### src/hw/rtl/spfs_pkg.sv
// Shared types, codes and constants of the serial peripheral frame sequencer.
// No dependencies; every other file of the block imports this package.
package spfs_pkg;

	// Fixed field widths of the item and result ports.
	localparam int ADDR_FIELD_W = 6;
	localparam int DATA_FIELD_W = 16;
	localparam int CMD_W        = 3;
	localparam int CHAN_W       = 2;
	localparam int CS_W         = 3;
	localparam int CFG_IDX_W    = 1;

	// Defaults of the top-level parameters.
	localparam int ADDR_BITS_DEF = 6;
	localparam int WORD_BITS_DEF = 16;
	localparam int DAC_BITS_DEF  = 12;

	localparam int QUEUE_DEPTH = 2;
	localparam int POT_FRAME_BITS = 10;
	localparam int POT_CODE_BITS  = 8;

	// Configuration register indexes and reset values.
	localparam logic [CFG_IDX_W-1:0] CFG_POLL_LIMIT   = 1'd0;
	localparam logic [CFG_IDX_W-1:0] CFG_SETTLE_TICKS = 1'd1;
	localparam logic [15:0] POLL_LIMIT_RST   = 16'd30000;
	localparam logic [15:0] SETTLE_TICKS_RST = 16'd20000;

	// Command codes; a start command also names the operation of its frame.
	localparam logic [CMD_W-1:0] CMD_STEP  = 3'd0;
	localparam logic [CMD_W-1:0] CMD_DAC   = 3'd1;
	localparam logic [CMD_W-1:0] CMD_EWEN  = 3'd2;
	localparam logic [CMD_W-1:0] CMD_READ  = 3'd3;
	localparam logic [CMD_W-1:0] CMD_WRITE = 3'd4;
	localparam logic [CMD_W-1:0] CMD_POT   = 3'd5;

	// Microwire start bit and opcode.
	localparam logic [2:0] EE_HDR_EWEN  = 3'b100;
	localparam logic [2:0] EE_HDR_READ  = 3'b110;
	localparam logic [2:0] EE_HDR_WRITE = 3'b101;

	// Chip select codes.
	localparam logic [CS_W-1:0] CS_NONE     = 3'd0;
	localparam logic [CS_W-1:0] CS_DAC      = 3'd1;
	localparam logic [CS_W-1:0] CS_DAC_LOAD = 3'd2;
	localparam logic [CS_W-1:0] CS_EEPROM   = 3'd3;
	localparam logic [CS_W-1:0] CS_POT      = 3'd4;

	// Longest outgoing frame for a given configuration.
	function automatic int frame_width(input int addr_bits, input int word_bits,
		input int dac_bits);
		int ee_w;
		int dac_w;
		ee_w  = 3 + addr_bits + word_bits;
		dac_w = 4 + dac_bits;
		return (ee_w > dac_w) ? ee_w : dac_w;
	endfunction

	// Classified step as it travels from the front end to the sequencer.
	typedef struct packed {
		logic             start;
		logic [CMD_W-1:0] op;
		logic             sin;
	} step_ctl_t;

	typedef struct packed {
		logic [15:0] poll_limit;
		logic [15:0] settle_ticks;
	} cfg_t;

	typedef struct packed {
		logic [CS_W-1:0]         cs;
		logic                    sout;
		logic                    busy;
		logic                    done;
		logic [DATA_FIELD_W-1:0] read_data;
		logic                    tmo;
		logic                    rej;
	} res_t;

endpackage

### src/hw/rtl/spfs_front.sv
// Front end: classifies each incoming item and builds its outgoing frame.
// Depends on spfs_pkg.
module spfs_front import spfs_pkg::*; #(
	parameter int ADDR_BITS = ADDR_BITS_DEF,
	parameter int WORD_BITS = WORD_BITS_DEF,
	parameter int DAC_BITS  = DAC_BITS_DEF,
	localparam int SHIFT_W  = frame_width(ADDR_BITS, WORD_BITS, DAC_BITS),
	localparam int CNT_W    = $clog2(SHIFT_W + 1)
) (
	input  logic [CMD_W-1:0]        command,
	input  logic [CHAN_W-1:0]       channel,
	input  logic [ADDR_FIELD_W-1:0] address,
	input  logic [DATA_FIELD_W-1:0] write_data,
	input  logic                    serial_in,
	output step_ctl_t               step,
	output logic [SHIFT_W-1:0]      frame,
	output logic [CNT_W-1:0]        frame_len
);

	logic [ADDR_BITS-1:0] addr_ext;
	logic [CHAN_W-1:0]    dac_chan;

	assign addr_ext = ADDR_BITS'(address);
	// The DAC has no channel zero; it maps onto channel two.
	assign dac_chan = (channel == '0) ? 2'd2 : channel;

	always_comb begin
		step.start = 1'b0;
		step.op    = command;
		step.sin   = serial_in;
		frame      = '0;
		frame_len  = '0;
		// Frames are left-aligned so the sequencer always shifts out the top bit.
		unique case (command)
			CMD_DAC: begin
				step.start = 1'b1;
				frame[SHIFT_W-1 -: 4 + DAC_BITS] =
					{1'b1, dac_chan[0], dac_chan[1], 1'b0, write_data[DAC_BITS-1:0]};
				frame_len = CNT_W'(4 + DAC_BITS);
			end
			CMD_EWEN: begin
				step.start = 1'b1;
				frame[SHIFT_W-1 -: 3 + ADDR_BITS] = {EE_HDR_EWEN, {ADDR_BITS{1'b1}}};
				frame_len = CNT_W'(3 + ADDR_BITS);
			end
			CMD_READ: begin
				step.start = 1'b1;
				frame[SHIFT_W-1 -: 3 + ADDR_BITS] = {EE_HDR_READ, addr_ext};
				frame_len = CNT_W'(3 + ADDR_BITS);
			end
			CMD_WRITE: begin
				step.start = 1'b1;
				frame[SHIFT_W-1 -: 3 + ADDR_BITS + WORD_BITS] =
					{EE_HDR_WRITE, addr_ext, write_data[WORD_BITS-1:0]};
				frame_len = CNT_W'(3 + ADDR_BITS + WORD_BITS);
			end
			CMD_POT: begin
				step.start = 1'b1;
				frame[SHIFT_W-1 -: POT_FRAME_BITS] =
					{channel[1], channel[0], write_data[POT_CODE_BITS-1:0]};
				frame_len = CNT_W'(POT_FRAME_BITS);
			end
			default: begin
				// Clock steps and unused codes only move the current frame on.
				step.start = 1'b0;
			end
		endcase
	end

endmodule

### src/hw/rtl/spfs_queue.sv
// Two-entry queue between the front end and the frame sequencer.
// Depends on spfs_pkg for its depth.
module spfs_queue import spfs_pkg::*; #(
	parameter int WIDTH = 8
) (
	input  logic             clk,
	input  logic             arst_n,
	input  logic             push,
	input  logic [WIDTH-1:0] wdata,
	output logic             full,
	input  logic             pop,
	output logic             not_empty,
	output logic [WIDTH-1:0] rdata
);

	localparam int PTR_W = $clog2(QUEUE_DEPTH);
	localparam int CNT_W = $clog2(QUEUE_DEPTH + 1);

	logic [WIDTH-1:0] mem_q [QUEUE_DEPTH];
	logic [PTR_W-1:0] wr_ptr_q;
	logic [PTR_W-1:0] rd_ptr_q;
	logic [CNT_W-1:0] count_q;
	logic             do_push;
	logic             do_pop;

	assign full      = (count_q == CNT_W'(QUEUE_DEPTH));
	assign not_empty = (count_q != '0);
	assign do_push   = push && !full;
	assign do_pop    = pop && not_empty;
	assign rdata     = mem_q[rd_ptr_q];

	always_ff @(posedge clk) begin
		if (do_push) begin
			mem_q[wr_ptr_q] <= wdata;
		end
	end

	always_ff @(posedge clk or negedge arst_n) begin
		if (!arst_n) begin
			wr_ptr_q <= '0;
			rd_ptr_q <= '0;
			count_q  <= '0;
		end else begin
			if (do_push) begin
				wr_ptr_q <= (wr_ptr_q == PTR_W'(QUEUE_DEPTH - 1)) ? '0 : wr_ptr_q + 1'b1;
			end
			if (do_pop) begin
				rd_ptr_q <= (rd_ptr_q == PTR_W'(QUEUE_DEPTH - 1)) ? '0 : rd_ptr_q + 1'b1;
			end
			if (do_push && !do_pop) begin
				count_q <= count_q + 1'b1;
			end else if (do_pop && !do_push) begin
				count_q <= count_q - 1'b1;
			end
		end
	end

endmodule

### src/hw/rtl/spfs_back.sv
// Frame sequencer: carries out one bus step per queued item and registers the result.
// Depends on spfs_pkg.
module spfs_back import spfs_pkg::*; #(
	parameter int ADDR_BITS = ADDR_BITS_DEF,
	parameter int WORD_BITS = WORD_BITS_DEF,
	parameter int DAC_BITS  = DAC_BITS_DEF,
	localparam int SHIFT_W  = frame_width(ADDR_BITS, WORD_BITS, DAC_BITS),
	localparam int CNT_W    = $clog2(SHIFT_W + 1)
) (
	input  logic               clk,
	input  logic               arst_n,
	input  logic               q_valid,
	output logic               q_pop,
	input  step_ctl_t          step,
	input  logic [SHIFT_W-1:0] frame,
	input  logic [CNT_W-1:0]   frame_len,
	input  cfg_t               cfg,
	output logic               out_valid,
	input  logic               out_stall,
	output res_t               res
);

	typedef enum logic [9:0] {
		PH_IDLE   = 10'b00_0000_0001,
		PH_SHIFT  = 10'b00_0000_0010,
		PH_READ   = 10'b00_0000_0100,
		PH_DESEL  = 10'b00_0000_1000,
		PH_LOAD   = 10'b00_0001_0000,
		PH_RESEL  = 10'b00_0010_0000,
		PH_POLL   = 10'b00_0100_0000,
		PH_SETTLE = 10'b00_1000_0000,
		PH_END    = 10'b01_0000_0000,
		PH_END_TO = 10'b10_0000_0000
	} phase_t;

	phase_t                  phase_q, phase_d;
	logic [CMD_W-1:0]        op_q, op_d;
	logic [CNT_W-1:0]        cnt_q, cnt_d;
	logic [SHIFT_W-1:0]      sh_q, sh_d;
	logic [WORD_BITS-1:0]    in_q, in_d;
	logic [15:0]             wait_q, wait_d;
	logic [DATA_FIELD_W-1:0] hold_q, hold_d;
	logic                    out_valid_q;
	res_t                    res_q, res_d;
	logic                    advance;

	function automatic logic [CS_W-1:0] op_select(input logic [CMD_W-1:0] op);
		if (op == CMD_DAC) return CS_DAC;
		if (op == CMD_POT) return CS_POT;
		return CS_EEPROM;
	endfunction

	// Output register frees up when its result is taken in the same cycle.
	assign advance   = q_valid && (!out_valid_q || !out_stall);
	assign q_pop     = advance;
	assign out_valid = out_valid_q;
	assign res       = res_q;

	always_comb begin
		phase_d = phase_q;
		op_d    = op_q;
		cnt_d   = cnt_q;
		sh_d    = sh_q;
		in_d    = in_q;
		wait_d  = wait_q;
		hold_d  = hold_q;
		res_d   = '0;

		if (step.start && phase_q != PH_IDLE) begin
			// A start while busy leaves the frame untouched and holds its select.
			res_d.rej = 1'b1;
			unique case (phase_q)
				PH_SHIFT:                    res_d.cs = op_select(op_q);
				PH_READ, PH_RESEL, PH_POLL:  res_d.cs = CS_EEPROM;
				PH_LOAD:                     res_d.cs = CS_DAC_LOAD;
				default:                     res_d.cs = CS_NONE;
			endcase
		end else if (step.start) begin
			op_d     = step.op;
			sh_d     = frame;
			cnt_d    = frame_len;
			in_d     = '0;
			wait_d   = '0;
			phase_d  = PH_SHIFT;
			res_d.cs = op_select(step.op);
		end else begin
			unique case (phase_q)
				PH_IDLE: begin
					phase_d = PH_IDLE;
				end
				PH_SHIFT: begin
					res_d.cs = op_select(op_q);
					if (cnt_q != '0) begin
						res_d.sout = sh_q[SHIFT_W-1];
						sh_d       = sh_q << 1;
						cnt_d      = cnt_q - 1'b1;
					end
					if (cnt_d == '0) begin
						if (op_q == CMD_DAC || op_q == CMD_WRITE) begin
							phase_d = PH_DESEL;
						end else if (op_q == CMD_READ) begin
							phase_d = PH_READ;
							cnt_d   = CNT_W'(WORD_BITS);
							in_d    = '0;
						end else if (op_q == CMD_POT) begin
							phase_d = PH_SETTLE;
							wait_d  = cfg.settle_ticks;
						end else begin
							phase_d = PH_END;
						end
					end
				end
				PH_READ: begin
					res_d.cs = CS_EEPROM;
					in_d     = {in_q[WORD_BITS-2:0], step.sin};
					if (cnt_q != '0) begin
						cnt_d = cnt_q - 1'b1;
					end
					if (cnt_d == '0) begin
						hold_d  = DATA_FIELD_W'(in_d);
						phase_d = PH_END;
					end
				end
				PH_DESEL: begin
					phase_d = (op_q == CMD_DAC) ? PH_LOAD : PH_RESEL;
				end
				PH_LOAD: begin
					res_d.cs = CS_DAC_LOAD;
					phase_d  = PH_END;
				end
				PH_RESEL: begin
					res_d.cs = CS_EEPROM;
					wait_d   = cfg.poll_limit;
					phase_d  = PH_POLL;
				end
				PH_POLL: begin
					res_d.cs = CS_EEPROM;
					if (step.sin) begin
						phase_d = PH_END;
					end else if (wait_q == '0) begin
						phase_d = PH_END_TO;
					end else begin
						wait_d = wait_q - 1'b1;
					end
				end
				PH_SETTLE: begin
					// A settle count of zero or one ends the frame on this step.
					if (wait_q <= 16'd1) begin
						res_d.done = 1'b1;
						wait_d     = '0;
						phase_d    = PH_IDLE;
					end else begin
						wait_d = wait_q - 1'b1;
					end
				end
				PH_END, PH_END_TO: begin
					res_d.done = 1'b1;
					res_d.tmo  = (phase_q == PH_END_TO);
					phase_d    = PH_IDLE;
				end
				default: begin
					phase_d = PH_IDLE;
				end
			endcase
		end

		res_d.busy      = (phase_d != PH_IDLE);
		res_d.read_data = hold_d;
	end

	always_ff @(posedge clk or negedge arst_n) begin
		if (!arst_n) begin
			phase_q     <= PH_IDLE;
			op_q        <= CMD_STEP;
			cnt_q       <= '0;
			sh_q        <= '0;
			in_q        <= '0;
			wait_q      <= '0;
			hold_q      <= '0;
			out_valid_q <= 1'b0;
		end else begin
			if (advance) begin
				phase_q <= phase_d;
				op_q    <= op_d;
				cnt_q   <= cnt_d;
				sh_q    <= sh_d;
				in_q    <= in_d;
				wait_q  <= wait_d;
				hold_q  <= hold_d;
			end
			if (advance) begin
				out_valid_q <= 1'b1;
			end else if (!out_stall) begin
				out_valid_q <= 1'b0;
			end
		end
	end

	always_ff @(posedge clk) begin
		if (advance) begin
			res_q <= res_d;
		end
	end

endmodule

### src/hw/rtl/serial_peripheral_frame_sequencer_core.sv
// Top level of the serial peripheral frame sequencer: configuration registers,
// front end, queue and frame sequencer. Depends on spfs_pkg, spfs_front,
// spfs_queue and spfs_back.
//
//   channel   handshake              payload
//   -------   --------------------   ---------------------------------------------
//   input     in_valid / in_stall    command channel address write_data serial_in
//   output    out_valid / out_stall  chip_select serial_out busy_res done_res
//                                    read_data timed_out rejected
//   config    cfg_we                 cfg_index cfg_data
//
// One item per clock sustained while the output is not stalled; each item is
// one bus step of the sequencer state machine, which updates its frame state.
// An accepted item is written into the queue, and its result is then registered
// in the output register; output stall holds it. The queue holds two items.
// Reset clears all frame state and loads the register defaults; no clearing pass.
// A stalled output holds its result while the queue keeps taking items until full.
module serial_peripheral_frame_sequencer_core import spfs_pkg::*; #(
	parameter int ADDR_BITS = ADDR_BITS_DEF,
	parameter int WORD_BITS = WORD_BITS_DEF,
	parameter int DAC_BITS  = DAC_BITS_DEF
) (
	input  logic                    clk,
	input  logic                    arst_n,
	input  logic                    in_valid,
	output logic                    in_stall,
	input  logic [CMD_W-1:0]        command,
	input  logic [CHAN_W-1:0]       channel,
	input  logic [ADDR_FIELD_W-1:0] address,
	input  logic [DATA_FIELD_W-1:0] write_data,
	input  logic                    serial_in,
	output logic                    out_valid,
	input  logic                    out_stall,
	output logic [CS_W-1:0]         chip_select,
	output logic                    serial_out,
	output logic                    busy_res,
	output logic                    done_res,
	output logic [DATA_FIELD_W-1:0] read_data,
	output logic                    timed_out,
	output logic                    rejected,
	input  logic                    cfg_we,
	input  logic [CFG_IDX_W-1:0]    cfg_index,
	input  logic [15:0]             cfg_data
);

	localparam int SHIFT_W = frame_width(ADDR_BITS, WORD_BITS, DAC_BITS);
	localparam int CNT_W   = $clog2(SHIFT_W + 1);
	localparam int Q_W     = $bits(step_ctl_t) + SHIFT_W + CNT_W;

	cfg_t               cfg_q;
	step_ctl_t          step_f, step_b;
	logic [SHIFT_W-1:0] frame_f, frame_b;
	logic [CNT_W-1:0]   len_f, len_b;
	logic [Q_W-1:0]     q_wdata, q_rdata;
	logic               q_full;
	logic               q_not_empty;
	logic               q_pop;
	res_t               res;

	always_ff @(posedge clk or negedge arst_n) begin
		if (!arst_n) begin
			cfg_q.poll_limit   <= POLL_LIMIT_RST;
			cfg_q.settle_ticks <= SETTLE_TICKS_RST;
		end else if (cfg_we) begin
			if (cfg_index == CFG_POLL_LIMIT) begin
				cfg_q.poll_limit <= cfg_data;
			end else if (cfg_index == CFG_SETTLE_TICKS) begin
				cfg_q.settle_ticks <= cfg_data;
			end
		end
	end

	spfs_front #(
		.ADDR_BITS(ADDR_BITS),
		.WORD_BITS(WORD_BITS),
		.DAC_BITS (DAC_BITS)
	) u_front (
		.command   (command),
		.channel   (channel),
		.address   (address),
		.write_data(write_data),
		.serial_in (serial_in),
		.step      (step_f),
		.frame     (frame_f),
		.frame_len (len_f)
	);

	assign q_wdata  = {step_f, frame_f, len_f};
	assign in_stall = q_full;

	spfs_queue #(
		.WIDTH(Q_W)
	) u_queue (
		.clk      (clk),
		.arst_n   (arst_n),
		.push     (in_valid),
		.wdata    (q_wdata),
		.full     (q_full),
		.pop      (q_pop),
		.not_empty(q_not_empty),
		.rdata    (q_rdata)
	);

	assign {step_b, frame_b, len_b} = q_rdata;

	spfs_back #(
		.ADDR_BITS(ADDR_BITS),
		.WORD_BITS(WORD_BITS),
		.DAC_BITS (DAC_BITS)
	) u_back (
		.clk      (clk),
		.arst_n   (arst_n),
		.q_valid  (q_not_empty),
		.q_pop    (q_pop),
		.step     (step_b),
		.frame    (frame_b),
		.frame_len(len_b),
		.cfg      (cfg_q),
		.out_valid(out_valid),
		.out_stall(out_stall),
		.res      (res)
	);

	assign chip_select = res.cs;
	assign serial_out  = res.sout;
	assign busy_res    = res.busy;
	assign done_res    = res.done;
	assign read_data   = res.read_data;
	assign timed_out   = res.tmo;
	assign rejected    = res.rej;

	// The sequencer only takes an item that the queue really holds.
	a_pop_not_empty: assert property (@(posedge clk) disable iff (!arst_n)
		q_pop |-> q_not_empty)
		else $error("sequencer popped an empty queue");

	// A finishing step leaves the sequencer idle.
	a_done_not_busy: assert property (@(posedge clk) disable iff (!arst_n)
		out_valid |-> !(done_res && busy_res))
		else $error("frame reported done while still busy");

	// A rejected start neither moves the frame nor ends it.
	a_reject_holds: assert property (@(posedge clk) disable iff (!arst_n)
		(out_valid && rejected) |-> (busy_res && !done_res && !serial_out))
		else $error("rejected start disturbed the running frame");

	// A timeout is only flagged on the deselected finishing step of a write.
	a_timeout_done: assert property (@(posedge clk) disable iff (!arst_n)
		(out_valid && timed_out) |-> (done_res && chip_select == CS_NONE))
		else $error("timeout flagged outside a finishing step");

endmodule
### config.mk
export PLATFORM = sky130hd
export DESIGN_NAME = serial_peripheral_frame_sequencer_core
export DESIGN_NICKNAME = d
export VERILOG_FILES = /design/src/hw/rtl/spfs_pkg.sv /design/src/hw/rtl/spfs_front.sv /design/src/hw/rtl/spfs_queue.sv /design/src/hw/rtl/spfs_back.sv /design/src/hw/rtl/serial_peripheral_frame_sequencer_core.sv
export SDC_FILE = /design/constraint.sdc
export NUM_CORES = 1
export LEC_CHECK = 0
export BUFFER_PORTS_ARGS = -buffer_cell sky130_fd_sc_hd__buf_2
export CAP_MARGIN = 20
export CORE_ASPECT_RATIO = 0.8
export CORE_MARGIN = 4
export CORE_UTILIZATION = 46
export CTS_CLUSTER_DIAMETER = 30
export DETAILED_ROUTE_END_ITERATION = 16
export SYNTH_ARGS = -nofsm -noshare
export SYNTH_HDL_FRONTEND = slang
export SYNTH_SLANG_ARGS = --single-unit
### constraint.sdc
create_clock -name clk -period 4.86 [get_ports clk]
set_input_delay 0.486 -clock clk [delete_from_list [all_inputs] [get_ports clk]]
set_output_delay 0.486 -clock clk [all_outputs]
set_load 0.05 [all_outputs]
# After elaboration in Yosys (flattened, before gate mapping)
# Memories as Yosys holds them, arrays and structs flattened.
# Index checks and enable logic that the tools add are counted.
# word_totals
inputBits	50
rom_bits	0
out_inout_bits	26
ff_bits	151
word_cells	199
ram_bits	70
latch_bits	0
mem_count	1
# mem_list
name	depth	word_bits	read_ports	rd_clocked_by_memory_dff	write_ports	line_no	text
u_queue.mem_q	2	35	1	0	1	spfs_queue.sv:19	logic [WIDTH-1:0] mem_q [QUEUE_DEPTH];
# classes
n_eq_ne	31
mux	97
bitwise_logic	5
multipliers	0
shifts	0
n_lt_le_gt_ge	1
n_div	0
reduce_logical	38
add_sub_neg	6
# ops
op	count
$mux W16	12
$mux W10	9
$mux W25	3
$pmux W10 S7	1
$pmux W16 S4	1
$mux W15	4
$mux W5	11
$pmux W9 S5	1
$mux W3	12
$pmux W15 S2	1
$mux W1	29
$ne A10 B1 Y1 const B	2
$pmux W5 S4	1
$mux W9	2
$pmux W3 S3	2
$le A16 B1 Y1 const B	1
$logic_not A16 Y1	1
$sub A16 B1 Y16 const B	1
$eq A3 B3 Y1 const B	5
$ne A3 B3 Y1 const B	4
$pmux W6 S2	1
$eq A10 B10 Y1 const B	1
$eq A10 B2 Y1 const B	1
$eq A10 B3 Y1 const B	1
other kinds (38)	71

# Depth between registers and ports, before layout
# Gate-level depths: netlist of the first run.
# depth
depth_word	14
mapped_depth	10
depth_no_buf	8

# Hierarchy
# A second synthesis of the first run with hierarchy kept.
# unflattened
hier_cells	869
area_unflattened_um2	11074.4
# by_module_without_submodules
mod	seq_area_each_um2	cells_each	instances	area_per_inst_um2
spfs_back	2999.1	568	1	6234.7
spfs_queue	2202.1	128	1	2876.5
serial_peripheral_frame_sequencer_core	815.8	69	1	1267.5
spfs_front	0.0	104	1	695.7

# Worst setup path after synthesis of the first run
# No wires, ideal clock.
# synth_timing
path_kind	register to register
start	register u_back.out_valid_q (netlist: u_back.out_valid)
end	register u_back.phase_q[4]
t_required_ns	4.765
path_buffers	0
synth_period_minus_slack_ns	2.624
setup_time_ns	0.095
arrival_time_ns	2.529
slack_ns	2.236
stages_incl_launch_ff	7
cell_sequence	dfrtp_1 nand2_1 o21ai_1 inv_1 nand2_1 or4_2 o31ai_1
# synth_between
elab_chain_len	3
# synth_lines
item	line_no	text
start, declared	spfs_back.sv:43	logic out_valid_q;
start signal, assigned	spfs_back.sv:180	out_valid_q <= 1'b0;
start signal, assigned	spfs_back.sv:192	out_valid_q <= 1'b1;
start signal, assigned	spfs_back.sv:194	out_valid_q <= 1'b0;
$logic_not A1 Y1	spfs_back.sv:54	assign advance = q_valid && (!out_valid_q || !out_stall);
$logic_or A1 B1 Y1	spfs_back.sv:54	
$logic_and A1 B1 Y1	spfs_back.sv:54	
via q_pop	serial_peripheral_frame_sequencer_core.sv:57	logic q_pop;
end signal, assigned	spfs_back.sv:183	phase_q <= phase_d;
end, declared	spfs_back.sv:36	phase_t phase_q, phase_d;
# The timed path passes the listed nets, and every way through them passes these cells.
# A chain may end at the register's enable or synchronous reset.

# Final worst setup path of the first run
# layout_timing
start	register u_back.phase_q[4]
end	register u_back.in_q[5]
# layout_between
elab_chain_len	4
elab_cells_between_ends	12
cone_classes	eq/ne (6); mux (2); bitwise (1); reduce/logical (3)
# layout_lines
item	line_no	text
parallel branches: the longest is 4 deep, another holds $eq A10 B2 Y1	n/a	
end signal, assigned	spfs_back.sv:187	in_q <= in_d;
end, declared	spfs_back.sv:40	logic [WORD_BITS-1:0] in_q, in_d;
# Several ways; the timed one is not identified.

==> results.py, run 1 <==
metrics = {
    "setup_path": {
        "cp.depth": 7,
        "cp-end-kind": "register",
        "worstPathMaxFanout": 16,
        "r2r-end": "u_back.in_q[5]",
        "required_ns": 5.29,
        "crit_slowest_cell": "nor4_4",
        "startpoint_type": "register",
        "cpMostUsedCell": "nand3_1",
        "crit_family": "simple AND/OR/NAND/NOR gates",
        "arrival_ns": 3.49,
        "reg2reg_slack_ns": 1.80,
        "worst-path-buf-inv": 1,
        "cp_slowest_stage_delay_ns": 0.66,
        "r2r-start": "u_back.phase_q[4]",
        "criticalPathCategory": "register to register",
        "path_cells": "nor4_4 > nand3_1 > or3_1 > a31oi_2 > buf_4 > nand3_1 > o21ai_0",
        "ff2ff_path_depth": 7,
    },
    "timing": {
        "post-route-period-util": 0.629,
        "slew_headroom": 0.376,
        "tns_ns": 0,
        "hold_ws_ns": -0.0111,
        "rsz0062_at_grt": "false",
        "finalHoldViolCount": 9,
        "fin_crit_ns": 3.06,
        "finalMaxSlewViolations": 0,
        "max_slew.worst_pin.slew_ns": 0.932,
        "max_clock_freq_mhz": 327,
        "clock_skew_ns": 0.0192,
        "setup_violations": 0,
        "finalWorstSetupSlack_ns": 1.80,
    },
    "routing": {
        "drt-initial-drc-count": 604,
        "num_vias": 7356,
        "ant_nets": 0,
        "dr.max_layer_used": "met4",
        "wl_mm": 23.6,
        "wl_per_cell_um": 17.9,
        "wl_met2_mm": 9.67,
        "via_per_inst": 5.59,
        "dr.pass1.iters": 5,
        "wl_met1_mm": 12.1,
        "drc": 0,
        "wl_met3_mm": 1.53,
    },
    "logic_synthesis": {
        "syn_area_per_cell_um2": 11.5,
        "synth_async_sr_flop_share": 0.580,
        "synth_edf_count": 92,
        "yosys_warnings": 0,
        "seq_area_frac_synth": 0.572,
        "syn_nets": 959,
        "ys.flop_type": "dfrtp_1",
        "syn_inst": 904,
        "synth_cell_types": 77,
        "ys_seq_elements": 219,
        "synth_area_mm2": 0.0104,
    },
    "cells_and_area": {
        "final_common_cell": "dfrtp_1",
        "final_nets": 1038,
        "drive_above_1_share": 0.261,
        "stdcell_count": 1315,
        "final_cell_mix": "dfrtp_1, edfxtp_1, nor2_1",
        "n_antenna_cell": 0,
        "synthToLayoutAreaGrowth_pct": 18.2,
    },
    "global_routing": {
        "gr-total-overflow": 0,
        "track_usage": 0.189,
        "first_global_vias": 7073,
        "antenna_found_initial": 0,
        "grt_pass1_wl_mm": 38.4,
        "grt_max_degree": 68,
    },
    "clocking": {
        "insertion_delay_ns": 0.52,
        "htreeDepth": 2,
        "cts_buffers": 40,
        "cts_resized": 0,
        "clkSinkCount": 219,
        "clock_tree.buffer_depth": 3,
        "clk_pin_slew_worst_paths_ns": 0.06,
        "cts_hold_buf": 0,
        "cts_setup_buffers": 0,
        "root_buffer": "clkbuf_16",
        "cts_tree": "built",
    },
    "power": {
        "vdd_ir_drop_max_uv": 283,
        "leakagePower_nw": 5.09,
        "powerDensity_mw_per_mm2": 615,
    },
    "die": {
        "rows": 48,
        "ios": 76,
        "initial_core_util": 0.475,
        "core_area_mm2": 0.0219,
        "dieArea_mm2": 0.0251,
        "die_w_um": 176,
        "die_h_um": 143,
    },
    "placement": {
        "dpl.cell_count": 1240,
        "io_buffers": 75,
        "gp_congestion": 0.875,
        "dpl.hpwl_mm": 15.2,
        "place_ws_ns": 1.63,
    },
    "job": {
        "drv_cap": 0,
    },
    "min_path": {
        "hold_class": "primary input to async pin",
    },
    "outcome": {
        "violations": "hold timing",
        "status": "finished, violations left",
    },
}
[worst max-delay path by stage]
stage,end,startpoint
2_1_floorplan,u_back.phase_q[4],u_back.out_valid
3_5_place_dp,u_back.phase_q[4],out_stall
4_1_cts,u_back.in_q[13],u_back.phase_q[4]
3_3_place_gp,u_back.phase_q[4],out_stall
5_1_grt,u_back.in_q[8],u_back.phase_q[4]
6_report,u_back.in_q[5],u_back.phase_q[4]
[through the flow]
stage	instance area [um2]	util	power (mW)	hold slack, ns
2_1_floorplan	10400	-	4.38	0.190
3_3_place_gp	11000	0.502	4.98	0.462
3_5_place_dp	11000	0.502	4.99	0.471
4_1_cts	12300	0.561	7.63	0.00270
5_1_grt	12300	0.562	8.02	0.0225
6_report	12300	0.562	7.58	-0.0111
[registers in the layout, indices dropped and copies added (netlist names)]
name / cells
u_back.cnt_q: 5
u_queue.wr_ptr_q: 1
u_back.sh_q: 25
u_back.in_q: 15
cfg_q: 32
u_back.phase_q: 10
u_back.res: 24
u_queue.mem_q: 68
u_back.hold_q: 16
u_back.op_q: 3
u_back.wait_q: 16
u_back.out_valid: 1
u_queue.rd_ptr_q: 1
u_queue.count_q: 2
[metal layers]
metal  track usage  vias to the layer above
met1         0.301                     3584
li1              -                     3501
met5             0                        -
met3        0.0392                       29
met2         0.263                      242
met4        0.0480                        0
[area by class of cell]
cell class	count	area, um2
Fill cell	1896	9610
Sequential cell	219	5960
Multi-Input combinational cell	599	4070
Clock buffer	52	1070
Timing Repair Buffer	90	503
Tap cell	300	375
Clock inverter	22	214
Inverter	33	124
[where the power goes]
part           internal (mW)  switching, mW  leakage, nW  total (mW)
Clock                   1.67          0.925        0.615        2.59
Combinational          0.724           1.53         1.96        2.26
Sequential              2.44          0.284         2.51        2.73
[cell usage after synthesis, types with 8 or more instances]
library cell / n / share of area
nand2b_1: 8 / 0.0048
o21ai_0: 52 / 0.025
a22oi_1: 13 / 0.0094
mux2_2: 70 / 0.076
nand3_1: 27 / 0.013
nand2_1: 75 / 0.027
and2_1: 10 / 0.0060
mux2i_1: 33 / 0.032
clkbuf_1: 23 / 0.0083
nor2_1: 77 / 0.028
a21oi_1: 44 / 0.021
dfstp_2: 13 / 0.033
o21ai_1: 17 / 0.0082
nor3_1: 15 / 0.0072
dfrtp_1: 114 / 0.27
buf_1: 9 / 0.0032
inv_1: 32 / 0.012
o22ai_1: 13 / 0.0078
o211ai_1: 11 / 0.0079
a211oi_1: 8 / 0.0058
edfxtp_1: 92 / 0.27
[cell families after synthesis]
| kind of cell | count (synthesis) | synth area share |
|---|---|---|
| and+or+nand+nor | 267 | 0.134 |
| DFF | 219 | 0.572 |
| AOI/OAI and AO/OA | 211 | 0.130 |
| muxes | 105 | 0.110 |
| buffers and inverters | 86 | 0.0397 |
| xor gates and xnor gates | 11 | 0.00925 |
| adders and majority gates | 5 | 0.00600 |
Power figures use the tool's default switching activity.
==> run 2, diff against run 1 <==
ABC_AREA = 1   (was unset)
clock period = 2.88 ns   (was 4.86 ns; I/O delays follow)
==> run 2 against run 1 <==
Compared with the run above: via count is 15% higher; hold slack better by 0.030 ns; area after synthesis is 4.0% higher; the run now ends clean; wire length is 9.9% higher; critical endpoint is now u_back.res[15]; maximum frequency is 20% higher.
==> results.py, run 2 <==
metrics = {
    "die": {
        "dieArea_mm2": 0.0261,
        "ios": 76,
        "core_area_mm2": 0.0228,
        "die_h_um": 145,
        "die_w_um": 180,
        "rows": 49,
        "initial_core_util": 0.475,
    },
    "power": {
        "powerDensity_mw_per_mm2": 1160,
        "vdd_ir_drop_max_uv": 589,
        "leakagePower_nw": 5.85,
    },
    "placement": {
        "dpl.cell_count": 1573,
        "placed_area_mm2": 0.0115,
        "dpl.hpwl_mm": 17.1,
        "gp_congestion": 0.943,
        "place_ws_ns": 0.375,
        "io_buffers": 75,
    },
    "clocking": {
        "cts_tree": "built",
        "cts_buffers": 43,
        "cts_setup_buffers": 0,
        "cts_resized": 0,
        "insertion_delay_ns": 0.53,
        "clkSinkCount": 219,
        "clock_tree.buffer_depth": 3,
        "root_buffer": "clkbuf_16",
        "clk_pin_slew_worst_paths_ns": 0.05,
        "cts_hold_buf": 9,
        "htreeDepth": 2,
    },
    "cells_and_area": {
        "final_cell_mix": "nand2_1, dfrtp_1, inv_1",
        "n_antenna_cell": 0,
        "stdcell_count": 1662,
        "regArea_mm2": 0.00596,
        "reg_top3": "u_queue.mem_q (68), cfg_q (32), u_back.sh_q (25)",
        "final_common_cell": "nand2_1",
        "largest-register": "u_queue.mem_q",
        "final_nets": 1376,
        "multi_input_area_mm2": 0.00417,
        "drive_above_1_share": 0.200,
        "fill_cells": 2080,
        "final_area_mm2": 0.0132,
        "synthToLayoutAreaGrowth_pct": 21.6,
        "largest_reg_flops": 68,
    },
    "setup_path": {
        "r2r-start": "u_back.cnt_q[0]",
        "criticalPathCategory": "register to register",
        "critPathLaunch": "u_back.cnt_q[0]",
        "cpMostUsedCell": "nand2_1",
        "crit_family": "simple AND/OR/NAND/NOR gates",
        "worst-path-buf-inv": 2,
        "cp-end-kind": "register",
        "cp_slowest_stage_delay_ns": 0.37,
        "startpoint_type": "register",
        "crit_slowest_cell": "dfrtp_1",
        "required_ns": 3.16,
        "reg2reg_slack_ns": 0.33,
        "path_cells": "inv_1 > ha_1 > nand3_4 > nand2_1 > nand2_1 > nor2_4 > nand2_4 > inv_2 > nand2_2 > nand2_1 > nand2_1",
        "arrival_ns": 2.83,
        "worstPathMaxFanout": 18,
    },
    "logic_synthesis": {
        "syn_nets": 1276,
        "seq_area_frac_synth": 0.550,
        "yosys_warnings": 0,
        "ys_seq_elements": 219,
        "syn_area_per_cell_um2": 8.88,
        "ys.flop_type": "dfrtp_1",
        "synth_top_cell_by_area": "dfrtp_1",
        "yosysMostFrequentCell": "nand2_1",
        "synthTopCellsByCount": "nand2_1, dfrtp_1, inv_1, nand3_1, nor2_1",
        "synth_edf_count": 92,
        "synth_area_leaders": "dfrtp_1, edfxtp_1, nand2_1",
        "synth_cell_types": 49,
        "syn_inst": 1221,
        "synth_top_area_frac": 0.263,
        "synth_area_mm2": 0.0108,
        "synth_async_sr_flop_share": 0.580,
    },
    "timing": {
        "finalHoldViolCount": 0,
        "rsz0062_at_grt": "false",
        "setup_violations": 0,
        "max_slew.worst_pin.slew_ns": 1.01,
        "fin_crit_ns": 2.55,
        "post-route-period-util": 0.886,
        "tns_ns": 0,
        "finalWorstSetupSlack_ns": 0.328,
        "clock_skew_ns": 0.0283,
        "max_clock_freq_mhz": 392,
        "slew_headroom": 0.323,
        "finalMaxSlewViolations": 0,
    },
    "outcome": {
        "status": "complete, no violations",
    },
    "min_path": {
        "hp-start": "cfg_data[9]",
        "hold_class": "primary input to register",
    },
    "job": {
        "drv_cap": 0,
    },
    "global_routing": {
        "gr-total-overflow": 0,
        "grt_pass1_wl_mm": 42.7,
        "grt_max_degree": 55,
        "track_usage": 0.196,
        "antenna_found_initial": 0,
        "first_global_vias": 8175,
    },
    "routing": {
        "ant_nets": 0,
        "drc": 0,
        "wl_mm": 25.9,
        "dr.pass1.iters": 5,
        "via_per_inst": 5.10,
        "num_vias": 8482,
        "wl_per_cell_um": 15.6,
        "drt-initial-drc-count": 700,
    },
}
-- run 2: power by group --
part	switching [mW]	internal [mW]	leakage (nW)
Combinational	3.75	1.53	2.70
Clock	1.71	3.47	0.753
Sequential	0.494	4.29	2.39
Total	5.95	9.29	5.85
-- run 2: layout make-up --
cell class,count,share of cell area
repair buffers,107,0.0496
clock buffers,55,0.0954
inverters,122,0.0351
well taps,306,0.0291
clock inverters,25,0.0225
flip-flops and latches,219,0.452
multi-input cells,828,0.316
-- run 2: per-layer routing --
layer	track usage	vias up	wire length [um]
met5	0	-	0
met4	0.0453	0	422
met3	0.0368	35	1560
met2	0.273	247	10200
met1	0.315	3948	13700
li1	-	4252	-
-- run 2: metrics by stage --
stage | utilization | total power [mW] | hold WS (ns)
floorplan | - | 8.78 | -0.00759
global placement | 0.506 | 10.0 | 0.377
detailed placement | 0.506 | 10.1 | 0.369
CTS | 0.578 | 15.4 | 0.00856
global route | 0.578 | 16.2 | 0.0189
finish | 0.578 | 15.2 | 0.0184
-- run 2: cell families after synthesis --
family,count (synthesis),synth area share
fa+ha+maj,5,0.00577
flops,219,0.550
simple gates,623,0.255
mux,4,0.00381
buf+inv,174,0.0673
xor+xnor,15,0.0121
compound gates,181,0.106
-- run 2: worst paths after layout --
path                                          end  depth (start not counted)
worst min-delay path                     cfg_q[9]                          3
worst min register to register          cfg_q[15]                          2
worst max register to register     u_back.res[15]                         11
max in group asynchronous          u_back.sh_q[9]                          3
min in group asynchronous       u_back.hold_q[11]                          2
worst max-delay path               u_back.res[15]                         11
-- run 2: worst reg2reg max path: stages (launching register included) --
cell	delay (ns)
dfrtp_1	0.37
inv_1	0.14
ha_1	0.34
nand3_4	0.15
nand2_1	0.09
nand2_1	0.10
nor2_4	0.18
nand2_4	0.10
inv_2	0.26
nand2_2	0.31
nand2_1	0.20
nand2_1	0.07
==> run 3, diff against run 2 <==
clock period = 2.5 ns   (was 2.88 ns; I/O delays follow)
==> run 3 against run 2 <==
Compared with the run above: design area rose by 0.75%; total power rose by 15%; largest power group unchanged; critical path depth rose by 1.
==> results.py, run 3 (synthesis gave the netlist of run 2 again) <==
metrics = {
    "cells_and_area": {
        "fill_cells": 2048,
        "final_area_mm2": 0.0133,
        "largest_reg_flops": 68,
        "largest-register": "u_queue.mem_q",
        "stdcell_count": 1673,
        "final_common_cell": "nand2_1",
        "n_antenna_cell": 0,
        "reg_top3": "u_queue.mem_q (68), cfg_q (32), u_back.sh_q (25)",
        "final_cell_mix": "nand2_1, dfrtp_1, inv_1",
        "synthToLayoutAreaGrowth_pct": 22.5,
        "drive_above_1_share": 0.198,
        "final_nets": 1388,
    },
    "power": {
        "p_sw_frac": 0.386,
        "powerDensity_mw_per_mm2": 1320,
        "seq_power_share": 0.314,
        "vdd_ir_drop_max_uv": 669,
        "leakagePower_nw": 5.87,
        "p_int_mw": 10.8,
        "switchingPower_mw": 6.77,
        "p_clk_frac": 0.333,
        "p_comb_frac": 0.352,
    },
    "timing": {
        "rsz0062_at_grt": "false",
        "max_slew.worst_pin.slew_ns": 1.05,
        "max_clock_freq_mhz": 443,
        "tns_ns": 0,
        "finalHoldViolCount": 0,
        "clock_skew_ns": 0.0135,
        "setup_violations": 0,
        "hold_ws_ns": 0.0210,
        "finalMaxSlewViolations": 0,
        "fin_crit_ns": 2.26,
        "post-route-period-util": 0.903,
        "slew_headroom": 0.300,
    },
    "placement": {
        "gp_congestion": 0.929,
        "io_buffers": 75,
        "dpl.cell_count": 1574,
        "placed_area_mm2": 0.0116,
        "dpl.hpwl_mm": 16.9,
    },
    "global_routing": {
        "gr-total-overflow": 0,
        "antenna_found_initial": 0,
        "track_usage": 0.194,
        "grt_pass1_wl_mm": 42.2,
        "grt_max_degree": 56,
        "first_global_vias": 7954,
    },
    "setup_path": {
        "criticalPathCategory": "register to register",
        "path_cells": "inv_1 > ha_2 > nand3_4 > nand2_1 > nand2_1 > nor2_4 > nand2_4 > o21ai_4 > nand2_1 > buf_4 > nand2_1 > o21ai_1",
        "cpMostUsedCell": "nand2_1",
        "arrival_ns": 2.65,
        "cp_slowest_stage_delay_ns": 0.38,
        "ff2ff_path_depth": 12,
        "worstPathMaxFanout": 30,
        "crit_slowest_cell": "dfrtp_1",
        "required_ns": 2.89,
        "reg2reg_slack_ns": 0.24,
        "cp-end-kind": "register",
        "startpoint_type": "register",
    },
    "clocking": {
        "clk_pin_slew_worst_paths_ns": 0.05,
        "clkSinkCount": 219,
        "clock_tree.buffer_depth": 3,
        "htreeDepth": 2,
        "cts_tree": "built",
        "root_buffer": "clkbuf_16",
        "cts_buffers": 43,
        "insertion_delay_ns": 0.52,
    },
    "routing": {
        "wl_per_cell_um": 15.4,
        "ant_nets": 0,
        "drt-initial-drc-count": 631,
        "via_per_inst": 5.10,
        "dr.pass1.iters": 5,
        "num_vias": 8535,
        "drc": 0,
        "wl_mm": 25.7,
    },
    "min_path": {
        "hold_class": "primary input to register",
        "holdPathStages": 3,
    },
    "die": {
        "ios": 76,
        "rows": 49,
        "dieArea_mm2": 0.0261,
        "die_h_um": 145,
        "initial_core_util": 0.475,
        "core_area_mm2": 0.0228,
        "die_w_um": 180,
    },
    "outcome": {
        "status": "complete, no violations",
    },
    "job": {
        "drv_cap": 0,
    },
}
==> run 3: final timing paths <==
check                                start           endpoint
max                        u_back.cnt_q[0]     u_back.in_q[8]
max reg2reg                u_back.cnt_q[0]     u_back.in_q[8]
min                            cfg_data[1]           cfg_q[1]
min in group asynchronous           arst_n   u_back.hold_q[8]
min reg2reg                       cfg_q[3]           cfg_q[3]
max in group asynchronous           arst_n  u_back.phase_q[0]
==> run 3: routing by layer <==
metal	part of all wire	global-route usage
met5	0	0
met4	0.016	0.0461
met3	0.070	0.0385
met2	0.40	0.265
met1	0.52	0.316
==> run 3: layout make-up <==
type                            count  area [um2]  area share
Sequential cell                   219        5960       0.449
Multi-Input combinational cell    829        4190       0.316
Clock buffer                       53        1150      0.0870
Timing Repair Buffer              118         786      0.0592
Inverter                          122         463      0.0349
Tap cell                          306         383      0.0288
Clock inverter                     26         340      0.0256
==> run 3: worst max-delay path: cells and delay by family, from the launching register on <==
family,cells,cell delay [ns]
AND/OR/NAND/NOR,7,0.75
flip-flops,1,0.38
buffers and inverters,2,0.36
AO/OA/AOI/OAI,2,0.33
adder cells (fa/ha/maj),1,0.28
==> run 3: per-stage QoR <==
stage | setup slack, ns | util | total power, mW
after CTS | 0.158 | 0.581 | 17.6
after global placement | 0.278 | 0.507 | 11.5
final | 0.241 | 0.582 | 17.5
after detailed placement | 0.175 | 0.507 | 11.6
after global routing | 0.0808 | 0.582 | 18.7
after floorplan | 0.0258 | - | 10.1
==> run 3: repair_timing <==
action / CTS / global route
buffers inserted: 0 / 0
resized for setup: 0 / 3
setup endpoints to repair: 0 / 13
hold endpoints to repair: 65 / 0
hold buffers: 19 / 0
==> run 3: power by group through the flow <==
stage / sequential, mW / clock, mW / combinational (mW)
floorplan: 5.91 / 0 / 4.20
global placement: 5.53 / 0 / 6.01
detailed placement: 5.54 / 0 / 6.08
CTS: 5.51 / 5.96 / 6.13
global route: 5.63 / 6.16 / 6.90
finish: 5.51 / 5.84 / 6.18
